$ cat config.mk
export PLATFORM = sky130hd
export DESIGN_NAME = ts_front
export DESIGN_NICKNAME = d
export VERILOG_FILES = /design/src/sv/ts_pkg.sv /design/src/sv/ts_front.sv
export SDC_FILE = /design/constraint.sdc
export NUM_CORES = 1
export LEC_CHECK = 0
export ABC_AREA = 0
export BUFFER_PORTS_ARGS = -buffer_cell sky130_fd_sc_hd__buf_2
export CAP_MARGIN = 20
export CORE_MARGIN = 1
export CORE_UTILIZATION = 35
export DETAILED_ROUTE_END_ITERATION = 8
export GPL_TIMING_DRIVEN = 0
export PLACE_DENSITY = 0.79
export SLEW_MARGIN = 20
export SYNTH_ARGS = -nofsm -noshare
export SYNTH_HDL_FRONTEND = slang
export SYNTH_SLANG_ARGS = --single-unit
$ cat constraint.sdc
create_clock -name i_clk -period 1.9 [get_ports i_clk]
set_input_delay 0.095 -clock i_clk [delete_from_list [all_inputs] [get_ports i_clk]]
set_output_delay 0.095 -clock i_clk [all_outputs]
set_load 0.005 [all_outputs]
$ cat src/sv/ts_pkg.sv
// ----------------------------------------------------------------------------
// ts_pkg
// Types and constants of the table sorter.
// ----------------------------------------------------------------------------
package ts_pkg;

    localparam int VALUE_W     = 32;
    localparam int QUEUE_DEPTH = 4;
    localparam int QUEUE_AW    = $clog2(QUEUE_DEPTH);

    // one classified element travelling from front to back
    typedef struct packed {
        logic signed [VALUE_W-1:0] value;
        logic                      last;
        logic                      keep;   // element goes into the chain
        logic                      ovf;    // table dropped elements (valid on last)
        logic                      desc;   // direction for this table (valid on last)
    } t_qent;

    typedef enum logic [1:0] {
        S_LOAD = 2'b01,
        S_EMIT = 2'b10
    } t_back_state;

endpackage

$ cat src/sv/ts_front.sv
// ----------------------------------------------------------------------------
// ts_front
// Accepts elements, counts the table, flags drops beyond capacity and holds
// the direction register.
// ----------------------------------------------------------------------------
module ts_front import ts_pkg::*; #(
    parameter int CAPACITY = 64
) (
    input  logic                      i_clk,
    input  logic                      i_rst_n,
    input  logic                      i_start,
    input  logic                      i_full,
    input  logic signed [VALUE_W-1:0] i_value,
    input  logic                      i_last,
    input  logic                      i_cfg_valid,
    input  logic                      i_cfg_descending,
    output logic                      o_push,
    output t_qent                     o_ent
);

    localparam int CW = $clog2(CAPACITY + 1);

    logic [CW-1:0] r_cnt;
    logic          r_ovf;
    logic          r_desc;
    logic          drop;

    assign drop   = (r_cnt == CW'(CAPACITY));
    assign o_push = i_start && !i_full;

    assign o_ent.value = i_value;
    assign o_ent.last  = i_last;
    assign o_ent.keep  = !drop;
    assign o_ent.ovf   = r_ovf || drop;
    assign o_ent.desc  = r_desc;

    always_ff @(posedge i_clk) begin
        if (!i_rst_n) begin
            r_cnt  <= '0;
            r_ovf  <= 1'b0;
            r_desc <= 1'b0;
        end else begin
            if (i_cfg_valid) begin
                r_desc <= i_cfg_descending;
            end
            if (o_push) begin
                if (i_last) begin
                    r_cnt <= '0;
                    r_ovf <= 1'b0;
                end else begin
                    r_cnt <= drop ? r_cnt : r_cnt + CW'(1);
                    r_ovf <= r_ovf || drop;
                end
            end
        end
    end

endmodule

== Word-level counts from Yosys, hierarchy flattened ==
Cells that the tools add are included.

* Input port bits: 39
* Word-level logic and storage cells: 14
* Bits in registers: 9

* Add/sub/neg operators: 1
* Muxes and demuxes: 3
* Equality and inequality tests: 2
* Reduce and logical (&&, ||, !) cells: 5

{| class="wikitable"
|+ Operator list
! cell !! count
|-
| 7-bit two-way mux || 2
|-
| 7-bit by 1-bit adder with 7-bit output, second input constant || 1
|-
| 7-bit == test, second input constant || 1
|-
| 1-bit logical NOT || 2
|-
| 2-bit inequality test, second input constant || 1
|-
| 2-bit AND reduction || 1
|-
| 1-bit logical AND || 1
|-
| 1-bit logical OR || 1
|-
| 1-bit two-way mux || 1
|}

== Depth between registers and ports, before layout ==
* Depth after elaboration: 3
* Gate-level depth with buffers: 5

== Worst setup path before layout ==
OpenSTA, ideal clock, no wires.

* Path type: reg-to-reg
* Start point: register r_cnt[0]
* End point: register r_cnt[2]
* Arrival: 1.248 ns
* Setup slack: 0.578 ns
* Cell stages (with the launch flop): 6
* Cell sequence: dfxtp_1 inv_1 ha_1 nor2b_1 a2111o_1 a31oi_1

* Cells in the longest elaborated chain, start to end: 3
* Elaborated cells between the ends (all ways): 6
* Classes of those cells: add/sub: 1; eq/ne: 2; mux: 2; reduce/logical: 1

{| class="wikitable"
|+ RTL lines
! item !! line !! source
|-
| from (decl) || ts_front.sv:23 || <nowiki>logic [CW-1:0] r_cnt;</nowiki>
|-
| from (signal assigned) || ts_front.sv:51 || <nowiki>r_cnt <= drop ? r_cnt : r_cnt + CW'(1);</nowiki>
|-
| 7-bit by 1-bit adder with 7-bit output / 7-bit == test (equally long branches) || ts_front.sv:51, ts_front.sv:28 ||
|-
| 7-bit two-way mux / 2-bit inequality test (equally long branches) || -- ||
|-
| 7-bit two-way mux / 2-bit AND reduction (equally long branches) || -- ||
|}

Several ways; a longest one is shown, not always the timed one. The select of a mux whose other input is x is not followed.
A chain may end at the register's enable or synchronous reset.

==> flow_metrics.env <==
export IMPL_status="complete, no violations"
export IMPL_period_minus_slack_ns=1.63
export IMPL_wl_um=1710
export IMPL_track_usage_pct=14.4
export IMPL_design_core_area_um2=2000
export IMPL_yosysSeqAreaShare_pct=23.8
export IMPL_fmax_ghz=0.614
export IMPL_crit_buf_inv=2
export IMPL_antenna_found_initial=0
export IMPL_path_common_cell="buf_2"
export IMPL_path_cells="buf_2, nor4b_2, nand2_1, nand2b_1, buf_2"
export IMPL_drv_cap=0
export IMPL_grt_pass1_wl_um=2630
export IMPL_initial_utilization_pct=37.9
export IMPL_power_switching_mw=0.119
export IMPL_io_pins=76
export IMPL_n_antenna_cell=0
export IMPL_final_util_pct=51.4
export IMPL_via_per_inst=4.77
export IMPL_synth_warnings=0
export IMPL_critical_path_arrival_ns=1.53
export IMPL_combinationalPowerShare_pct=26.8
export IMPL_rr_endpoint="r_cnt[2]$_SDFFE_PN0P_"
export IMPL_seqPwrFrac_pct=40.9
export IMPL_cts_setup_buffers=0
export IMPL_rows=16
export IMPL_avgSynthCellArea_um2=8.07
export IMPL_dieArea_um2=2360
export IMPL_path_max_fanout=8
export IMPL_dieWidth_um=48.5
export IMPL_worst_endpoint_required_ns=1.80
export IMPL_finalSetupTns_ns=0
export IMPL_crit_path_top_delay_cell="nor4b_2"
export IMPL_grt_max_degree=9
export IMPL_grt_pass1_vias=664
export IMPL_rrSetupSlack_ns=0.40
export IMPL_finClkSkew_ns=0.00197
export IMPL_p_int_mw=0.354
export IMPL_overflow=0
export IMPL_holdPathStages=3
export IMPL_numCtsBuffers=3
export IMPL_io_buffers=42
export IMPL_min_from="i_cfg_descending"
export IMPL_cts_resized=0
export IMPL_drv_slew=0
export IMPL_worst_pin_slew_ns=0.479
export IMPL_maxSlewHeadroom_pct=68.0
export IMPL_hpwl_um=1410
export IMPL_die_y_um=48.5
export IMPL_swShare_pct=25.1
export IMPL_htreeDepth=1
export IMPL_cts_buffer_depth=2
export IMPL_syn_to_final_growth_pct=35.6
export IMPL_drc_errors=0
export IMPL_synth_area_leader_cell="buf_4"
export IMPL_cts_tree="yes"
export IMPL_setup_viol=0
export IMPL_p_leak_nw=0.528
export IMPL_cts_root_buffer="clkbuf_4"
export IMPL_ys_seq_elements=9
export IMPL_syn_nets=135
export IMPL_path_clk_slew_ns=0.06
export IMPL_synth_top_cell_area_share_pct=33.7
export IMPL_fin_crit_sh_pct=85.7
export IMPL_crit_type="reg -> out"
export IMPL_ir_drop_uv=268
export IMPL_grt_setup_unrepaired="false"
export IMPL_final_instance_count_excl_fill=167
export IMPL_final_nets=182
export IMPL_holdBufCountCts=0
export IMPL_r2r_cells=5
export IMPL_clk_insertion_delay_late_ns=0.27
export IMPL_drt_iter0_drc=13
export IMPL_cp_end_kind="output port"
export IMPL_hold_ws_ns=0.0684
export IMPL_ant_nets=0
export IMPL_power_density_nw_per_um2=459
export IMPL_layout_drive_gt1_share_pct=60.7
export IMPL_cp_start_kind="flop"
export IMPL_r2r_start="r_cnt[0]$_SDFFE_PN0P_"
export IMPL_hold_viol_final=0
export IMPL_dp_cells=163
export IMPL_firstDrtPassIters=4
export IMPL_p_total_mw=0.472
export IMPL_hp_class="in -> reg"
export IMPL_clock_sinks=9
export IMPL_hold_path_end="r_desc$_SDFFE_PN0P_"
export IMPL_p_clk_share_pct=32.3
export IMPL_max_stage_delay_ns=0.50
export IMPL_vias=797
export IMPL_synth_area_leaders="buf_4 34%, dfxtp_1 24%, a31oi_1 4.1%"
export IMPL_place_gp_congestion=0.794
export IMPL_synth_cell_type_count=27
export IMPL_synthCells=94
export IMPL_crit_family="simple AND/OR/NAND/NOR gates"
export IMPL_netlist_area_um2=758
export IMPL_wl_per_cell_um=10.2
stage by stage:
step | area (µm²) | worst slack (ns)
after floorplan | 758 | 0.578
after global placement | 1000 | 0.501
after detailed placement | 1000 | 0.424
after CTS | 1030 | 0.284
after global routing | 1030 | 0.163
final | 1030 | 0.271
cell usage after synthesis:
cell       instances
a2111o_1           1
a21o_2             1
a21oi_1            2
a31oi_1            5
buf_2              2
buf_4             34
dfxtp_1            9
ha_1               2
inv_1              6
mux2i_1            1
nand2_1            8
nand2b_1           2
nand3_1            4
nand3b_1           1
nor2_1             2
nor2b_1            1
nor4b_2            1
o2111ai_1          1
o211ai_1           2
o21ai_0            1
o22ai_1            1
o311ai_0           1
o32ai_1            1
o41ai_1            1
or3_2              1
or3b_4             1
or4_1              2
flip-flops by register name, summed over array words and instances, names as in the netlist:
register	count
r_ovf	1
r_cnt	7
r_desc	1
power groups by stage:
stage                     combinational (mW)  sequential [mW]  clock [mW]
final                                  0.127            0.193       0.153
after global routing                   0.136            0.193       0.168
after CTS                              0.128            0.193       0.156
after detailed placement               0.128            0.198           0
after global placement                 0.124            0.197           0
after floorplan                       0.0795            0.197           0
how the worst max path moves through the flow:
| stage | start | depth (start not counted) | end | slack [ns] |
|---|---|---|---|---|
| 4_1_cts | r_cnt[2]$_SDFFE_PN0P_ | 5 | o_ent[1] | 0.28 |
| 6_report | r_cnt[2]$_SDFFE_PN0P_ | 5 | o_ent[1] | 0.27 |
| 3_3_place_gp | r_cnt[0]$_SDFFE_PN0P_ | 5 | r_cnt[2]$_SDFFE_PN0P_ | 0.50 |
| 3_5_place_dp | r_cnt[0]$_SDFFE_PN0P_ | 5 | r_cnt[2]$_SDFFE_PN0P_ | 0.42 |
| 5_1_grt | r_cnt[2]$_SDFFE_PN0P_ | 5 | o_ent[1] | 0.16 |
| 2_1_floorplan | r_cnt[0]$_SDFFE_PN0P_ | 5 | r_cnt[2]$_SDFFE_PN0P_ | 0.58 |
routing by layer:
metal	up-vias	GRT usage, %	share of wire (%)
met1	355	14.0	37
met5	-	0	0
li1	382	-	-
met2	56	27.5	51
met3	4	3.14	9.7
met4	0	8.82	2.0
cell usage in the layout (no fill, tap or decap), types with 2 or more instances in the layout:
cell,count
a21oi_1,2
nand2b_1,2
nand3_1,4
nand2_1,8
buf_4,34
clkbuf_4,3
or4_1,2
dfxtp_1,9
buf_2,44
o211ai_1,2
a31oi_1,5
ha_1,2
nor2_1,2
inv_1,6
area by class of cell:
class | instances | area, µm²
flip-flops and latches | 9 | 180
fillers | 209 | 973
well taps | 27 | 33.8
clock buffers | 4 | 26.3
repair buffers | 42 | 210
multi-input cells | 43 | 290
inverters | 6 | 22.5
plain buffers | 36 | 265
logic make-up after synthesis:
family / after synthesis / synth area share, %
flops: 9 / 23.8
simple gates: 23 / 17.5
mux: 1 / 1.32
buf+inv: 42 / 38.0
fa+ha+maj: 2 / 3.30
compound gates: 17 / 16.2
worst register-to-register path: stages (launching register included):
cell and delay [ns]:
dfxtp_1 0.39, inv_1 0.08, ha_1 0.20, nor2b_1 0.17, a2111o_1 0.39, a31oi_1 0.19
Power figures use the tool's default switching activity.
