### config.mk
export PLATFORM = sky130hd
export DESIGN_NAME = ts_fifo
export DESIGN_NICKNAME = d
export VERILOG_FILES = /design/src/sv/ts_pkg.sv /design/src/sv/ts_fifo.sv
export SDC_FILE = /design/constraint.sdc
export NUM_CORES = 1
export LEC_CHECK = 0
export BUFFER_PORTS_ARGS = -buffer_cell sky130_fd_sc_hd__buf_2
export CAP_MARGIN = 10
export CORE_MARGIN = 8
export CORE_UTILIZATION = 50
export CTS_CLUSTER_SIZE = 40
export DETAILED_ROUTE_END_ITERATION = 7
export PLACE_DENSITY = 0.74
export SLEW_MARGIN = 20
export SYNTH_ARGS = -nofsm -noshare
export SYNTH_HDL_FRONTEND = slang
export SYNTH_SLANG_ARGS = --single-unit
### constraint.sdc
create_clock -name i_clk -period 1.9 [get_ports i_clk]
set_input_delay 0.475 -clock i_clk [delete_from_list [all_inputs] [get_ports i_clk]]
set_output_delay 0.475 -clock i_clk [all_outputs]
set_load 0.02 [all_outputs]
### src/sv/ts_pkg.sv
// ----------------------------------------------------------------------------
// ts_pkg
// Types and constants of the table sorter.
// ----------------------------------------------------------------------------
package ts_pkg;

    localparam int VALUE_W     = 32;
    localparam int QUEUE_DEPTH = 4;
    localparam int QUEUE_AW    = $clog2(QUEUE_DEPTH);

    // one classified element travelling from front to back
    typedef struct packed {
        logic signed [VALUE_W-1:0] value;
        logic                      last;
        logic                      keep;   // element goes into the chain
        logic                      ovf;    // table dropped elements (valid on last)
        logic                      desc;   // direction for this table (valid on last)
    } t_qent;

    typedef enum logic [1:0] {
        S_LOAD = 2'b01,
        S_EMIT = 2'b10
    } t_back_state;

endpackage

### src/sv/ts_fifo.sv
// ----------------------------------------------------------------------------
// ts_fifo
// Short first-word-fall-through queue between front and back.
// ----------------------------------------------------------------------------
module ts_fifo import ts_pkg::*; (
    input  logic  i_clk,
    input  logic  i_rst_n,
    input  logic  i_push,
    input  t_qent i_ent,
    input  logic  i_pop,
    output logic  o_full,
    output logic  o_empty,
    output t_qent o_ent
);

    t_qent               r_mem [QUEUE_DEPTH];
    logic [QUEUE_AW-1:0] r_wr;
    logic [QUEUE_AW-1:0] r_rd;
    logic [QUEUE_AW:0]   r_cnt;
    logic                do_push;
    logic                do_pop;

    assign o_full  = (r_cnt == (QUEUE_AW+1)'(QUEUE_DEPTH));
    assign o_empty = (r_cnt == '0);
    assign o_ent   = r_mem[r_rd];
    assign do_push = i_push && !o_full;
    assign do_pop  = i_pop && !o_empty;

    always_ff @(posedge i_clk) begin
        if (do_push) begin
            r_mem[r_wr] <= i_ent;
        end
    end

    always_ff @(posedge i_clk) begin
        if (!i_rst_n) begin
            r_wr  <= '0;
            r_rd  <= '0;
            r_cnt <= '0;
        end else begin
            if (do_push) begin
                r_wr <= r_wr + QUEUE_AW'(1);
            end
            if (do_pop) begin
                r_rd <= r_rd + QUEUE_AW'(1);
            end
            unique case ({do_push, do_pop})
                2'b10:   r_cnt <= r_cnt + (QUEUE_AW+1)'(1);
                2'b01:   r_cnt <= r_cnt - (QUEUE_AW+1)'(1);
                default: r_cnt <= r_cnt;
            endcase
        end
    end

endmodule

== Word-level counts from Yosys, hierarchy flattened ==
Memories as Yosys holds them, arrays and structs flattened. A register that Yosys moved wholly into a read port is not among the register bits.
Cells that the tools add are included.

* Register bits after elaboration: 7
* Memory bits (writable): 144
* Input port bits: 40
* Output and inout port bits: 38
* Logic and storage cells: 22
* Memories kept: 1

{| class="wikitable"
|+ Memories
! memory !! words !! width !! rd ports !! clocked after Yosys merged registers in !! wr ports !! line !! source
|-
| r_mem || 4 || 36 || 1 || 1 || 1 || ts_fifo.sv:16 || <nowiki>t_qent r_mem [QUEUE_DEPTH];</nowiki>
|}

* $add $sub $neg: 4
* Eq/ne operators: 3
* Multiplexer cells: 5
* Reduce and logical (&&, ||, !) cells: 6

{| class="wikitable"
|+ Operators by type and width
! operator !! number
|-
| 3-bit one-hot mux with 2 select lines || 1
|-
| 2-bit by 1-bit adder with 2-bit output (second input constant) || 2
|-
| 2-bit 2-to-1 mux || 2
|-
| 3-bit by 1-bit adder with 3-bit output (second input constant) || 1
|-
| 3-bit == test (second input constant) || 1
|-
| 3-bit logical NOT || 1
|-
| 3-bit by 1-bit subtractor with 3-bit output (second input constant) || 1
|-
| 2-bit by 1-bit == test with 1-bit output (second input constant) || 1
|-
| 2-bit == test (second input constant) || 1
|-
| 1-bit logical AND || 2
|-
| 1-bit logical NOT || 2
|-
| 1-bit 2-to-1 mux || 2
|-
| 2-bit nonzero test || 1
|}

== Depth between registers and ports, before layout ==
* Word-level depth: 5
* Depth in mapped cells: 10
* Depth with buffers taken out: 9

== Least setup slack after synthesis ==
No wires, ideal clock.

* Path kind: register -> register
* From: register r_cnt[2]
* To: register r_cnt[2]
* Library setup time: 0.070 ns
* Arrival: 2.140 ns
* Data required time: 1.830 ns
* Setup slack: -0.310 ns
* Stages on the path, launching flop included: 11
* Path buffers: 1
* Clock period less this slack: 2.210 ns
* Cell sequence: dfxtp_1 nor3b_2 nor2b_1 buf_2 inv_2 ha_1 inv_1 fa_1 xor2_1 or3_1 a21boi_1

* Longest elaborated chain between the ends: 5
* Elaborated cells between the ends (all ways): 12
* Those cells by class: add/sub: 2; eq/ne: 3; mux: 1; reduce/logical: 6

{| class="wikitable"
|+ RTL lines
! item !! line !! source
|-
| start: declaration || ts_fifo.sv:19 || <nowiki>logic [QUEUE_AW:0] r_cnt;</nowiki>
|-
| start signal: assignment || ts_fifo.sv:48 || <nowiki>2'b10: r_cnt <= r_cnt + (QUEUE_AW+1)'(1);</nowiki>
|-
| start signal: assignment || ts_fifo.sv:49 || <nowiki>2'b01: r_cnt <= r_cnt - (QUEUE_AW+1)'(1);</nowiki>
|-
| start signal: assignment || ts_fifo.sv:50 || <nowiki>default: r_cnt <= r_cnt;</nowiki>
|-
| 3-bit == test * || ts_fifo.sv:23 || <nowiki>assign o_full = (r_cnt == (QUEUE_AW+1)'(QUEUE_DEPTH));</nowiki>
|-
| named net o_full || ts_fifo.sv:11 || <nowiki>output logic o_full,</nowiki>
|-
| 1-bit logical NOT * || ts_fifo.sv:26 || <nowiki>assign do_push = i_push && !o_full;</nowiki>
|-
| 1-bit logical AND * || ts_fifo.sv:26 ||
|-
| 2-bit by 1-bit == test with 1-bit output / 2-bit == test (equally long branches) || ts_fifo.sv:47 || <nowiki>unique case ({do_push, do_pop})</nowiki>
|-
| 3-bit one-hot mux with 2 select lines / 2-bit nonzero test (equally long branches) || - ||
|}

Mark *: on every way through the listed nets, which the timed path passes. The rest lies on a longest branch.
A chain may end at the register's enable or synchronous reset.

==> results.md <==
* Average cell area after synthesis at between 20 and 25 um2
* Clk slew on worst S/H paths at approximately 60 ps
* Max FO, Critical Path at 15
* Worst VDD drop at 1171 uV
* Root Driver: clkbuf_16
* Syn_nets at 288
* Vias at 2,670
* Final WS setup at -284.4 ps
* Final cycle utilization of the critical path at 115.0%
* Ant. Diodes at 0
* Global-route wire length before repair at 15,830 um
* Final WL at 10,160 um
* RR Endpoint: r_cnt[2]$_SDFFE_PN0P_
* Worst hold start: i_ent[11]
* Vias in the first global route at 2,978
* CTS Buffer Depth at 2
* CTS buffer count at 17
* Largest net degree at the start of global routing at 30
* Seq/Total Area, Yosys at 78.74%
* Setup Skew at 6.495 ps
* Violated checks: negative setup slack
* CORE AREA at 11,270 um2
* Ratio of cells with drive above 1 in the final layout at 48.20%
* Routed WL per cell at 20.16 um
* Final RePlAce weighted congestion at 0.6864
* Reg-to-reg startpoint: r_cnt[1]$_SDFFE_PN0P_
* Switching share of power at 26.61%
* Placed cell area at 6449 um2
* IO Count at just under 80
* Slew HR at approximately 84%
* NumNets Final at 394
* Worst setup EP type: output port
* Antenna viol nets, final at 0
* RSZ-0062 raised after global routing: true
* Worst Path Required at 1420 ps
* CTS tree: done
* Hold buffers post-CTS at 0
* Later-pin clock latency in the skew report at 410 ps
* Mapped Cells at 242
* Core Util, Final at between 60% and 70%
* Global Route Usage Sum at 14.42%
* Status: finished with violations
* Flop-to-flop setup slack at 20 ps
* Vias/cell at approximately 5.3
* Chip Height at around 120 um
* Clk network pwr share at 32.3%
* DR DRC count at 0
* Pwr/cell area at between 1000 and 1500 nW/um2
* Total power at 0.009980 W
* Count of final max-slew check failures at 0
* Starting DRT DRC Count at 211
* DRT Pass-1 Iters at 4
* CP Capture Point: o_ent[16]
* Port Buffers at 77
* Layout overhead on the synthesized area at 23.78%
* Initial antenna violation count at 0
* Post-synth cell types at 24
* Comb power frac at 25.4%
* Post-Synthesis Cell Area at 5720 um2
* Final Cell Area at between 7000 and 8000 um2
* Kind of start point of the critical path: register
* Min Clock Period, post-route at 2184 ps
* Die Footprint at ~15,000 um2
* FF-to-FF path depth at 9
* Leakage power at 2.435 nW
* Clock sink count at around 150
* Initial Util at 50.75%
* Worst Hold Class: input pin to register
* Pint at ~0.0073 W
* Final setup vio count at 36
* Fmax at 0.4578 GHz
* Num rows at 39
* DP Cell Count at between 400 and 500
* MaxCap Viol Count at 0
* Reg power frac at between 40% and 50%
* Cell Count, Final, Fillers Out at 504
* Worst Path Arrival at 1710 ps
* GRT overflow at 0
* Yosys Warn Count at 0
* H-tree levels at 4
* Yosys reg bits at 153
* Final Hold Fails at 0
* Net switching power at 0.002656 W
* Worst setup path class: register to output port
* DP HPWL at 6394 um
* Worst-Margin Slew at 244.9 ps
* Chip Width at 123.0 um
==> layout by cell type (no fill, tap or decap), types with 5 or more instances in the layout <==
master     instances
edfxtp_1         144
buf_12             7
clkinv_1           5
buf_4             12
mux4_2            36
nand2_1            7
buf_6              6
buf_2             71
clkbuf_16         17
==> synthesized netlist by cell type <==
master,number,area (um2)
nor3_2,1,10.01
buf_2,4,20.02
nor2b_1,2,12.51
buf_12,3,60.06
ha_1,5,62.56
or3_1,2,12.51
nor3b_2,1,12.51
mux2i_1,2,20.02
nand2_1,7,26.28
inv_1,5,18.77
dfxtp_1,9,180.2
clkbuf_2,1,5.000
buf_6,1,11.26
and2_1,6,37.54
nand4bb_1,1,11.26
fa_1,1,20.02
xor2_1,1,8.760
inv_2,1,3.750
mux4_2,36,810.8
edfxtp_1,144,4324
o21ai_0,5,25.02
xnor2_1,1,8.760
clkbuf_1,1,3.750
a21boi_1,2,15.01
==> metal layers <==
layer | track usage [%] | part of all wire, % | up-vias
met5 | 0 | 0 | -
met4 | 4.646 | 0.54 | 0
met3 | 5.388 | 6.7 | 8
met2 | 23.11 | 50 | 78
met1 | 17.90 | 42 | 1374
li1 | - | - | 1210
==> sequential cells by signal (all words and copies together), names as in the netlist, named ones only <==
signal and count:
r_rd 2, r_mem 144, r_cnt 3, r_wr 2
==> power by group through the flow <==
stage	Clock, W	Combinational [W]	Sequential, W
finish	0.00322	0.00253	0.00422
global route	0.00344	0.00272	0.00426
CTS	0.00329	0.00253	0.00422
detailed placement	0	0.00247	0.00428
global placement	0	0.00245	0.00425
floorplan	0	0.00173	0.00423
==> stage by stage <==
stage	TNS (ps)	hold slack [ps]	worst slack, ps
after global routing	-10860	260.3	-355.2
after detailed placement	-118.8	474.9	-118.8
final	-8336	275.7	-284.4
after floorplan	-172.4	456.0	-156.1
after global placement	-25.91	464.9	-25.91
after CTS	-9644	258.0	-323.2
==> kinds of logic after synthesis <==
kind of cell               Yosys count  share of synthesized area [%]
muxes                               38                          14.52
AOI/OAI and AO/OA                    7                         0.6998
buffers and inverters               16                          2.143
adders and majority gates            6                          1.444
and+or+nand+nor                     20                          2.144
DFF                                153                          78.74
xor gates and xnor gates             2                         0.3063
==> worst max-delay path, stage by stage (launching register included) <==
cell     delay (ps)
dfxtp_4         390
buf_12          190
mux4_2          540
buf_2           180
==> cell type report <==
type | count | area, um2
clock buffers | 20 | 436.7
multi-input cells | 73 | 1125
inverters | 6 | 22.52
repair buffers | 97 | 668.1
fillers | 774 | 4192
clock inverters | 12 | 131.4
flip-flops and latches | 153 | 4518
well taps | 143 | 178.9
==> what timing repair did <==
item                                    in CTS  in global routing
cloned                                       0                  0
endpoints found under the setup margin      37                 37
gates resized for setup                      8                 11
pin swaps                                    0                  1
endpoints found under the hold margin        0                  0
setup buffers                                0                  1
==> worst min path at each step <==
stage,endpoint,slack (ps),cells past startpoint
final,r_mem[0][11]$_DFFE_PP_,280,1
after global routing,r_mem[0][11]$_DFFE_PP_,260,1
after CTS,r_mem[2][7]$_DFFE_PP_,260,1
after detailed placement,register,470,2
after global placement,register,460,2
after floorplan,register,460,2
(Power assumes the default switching activity.)
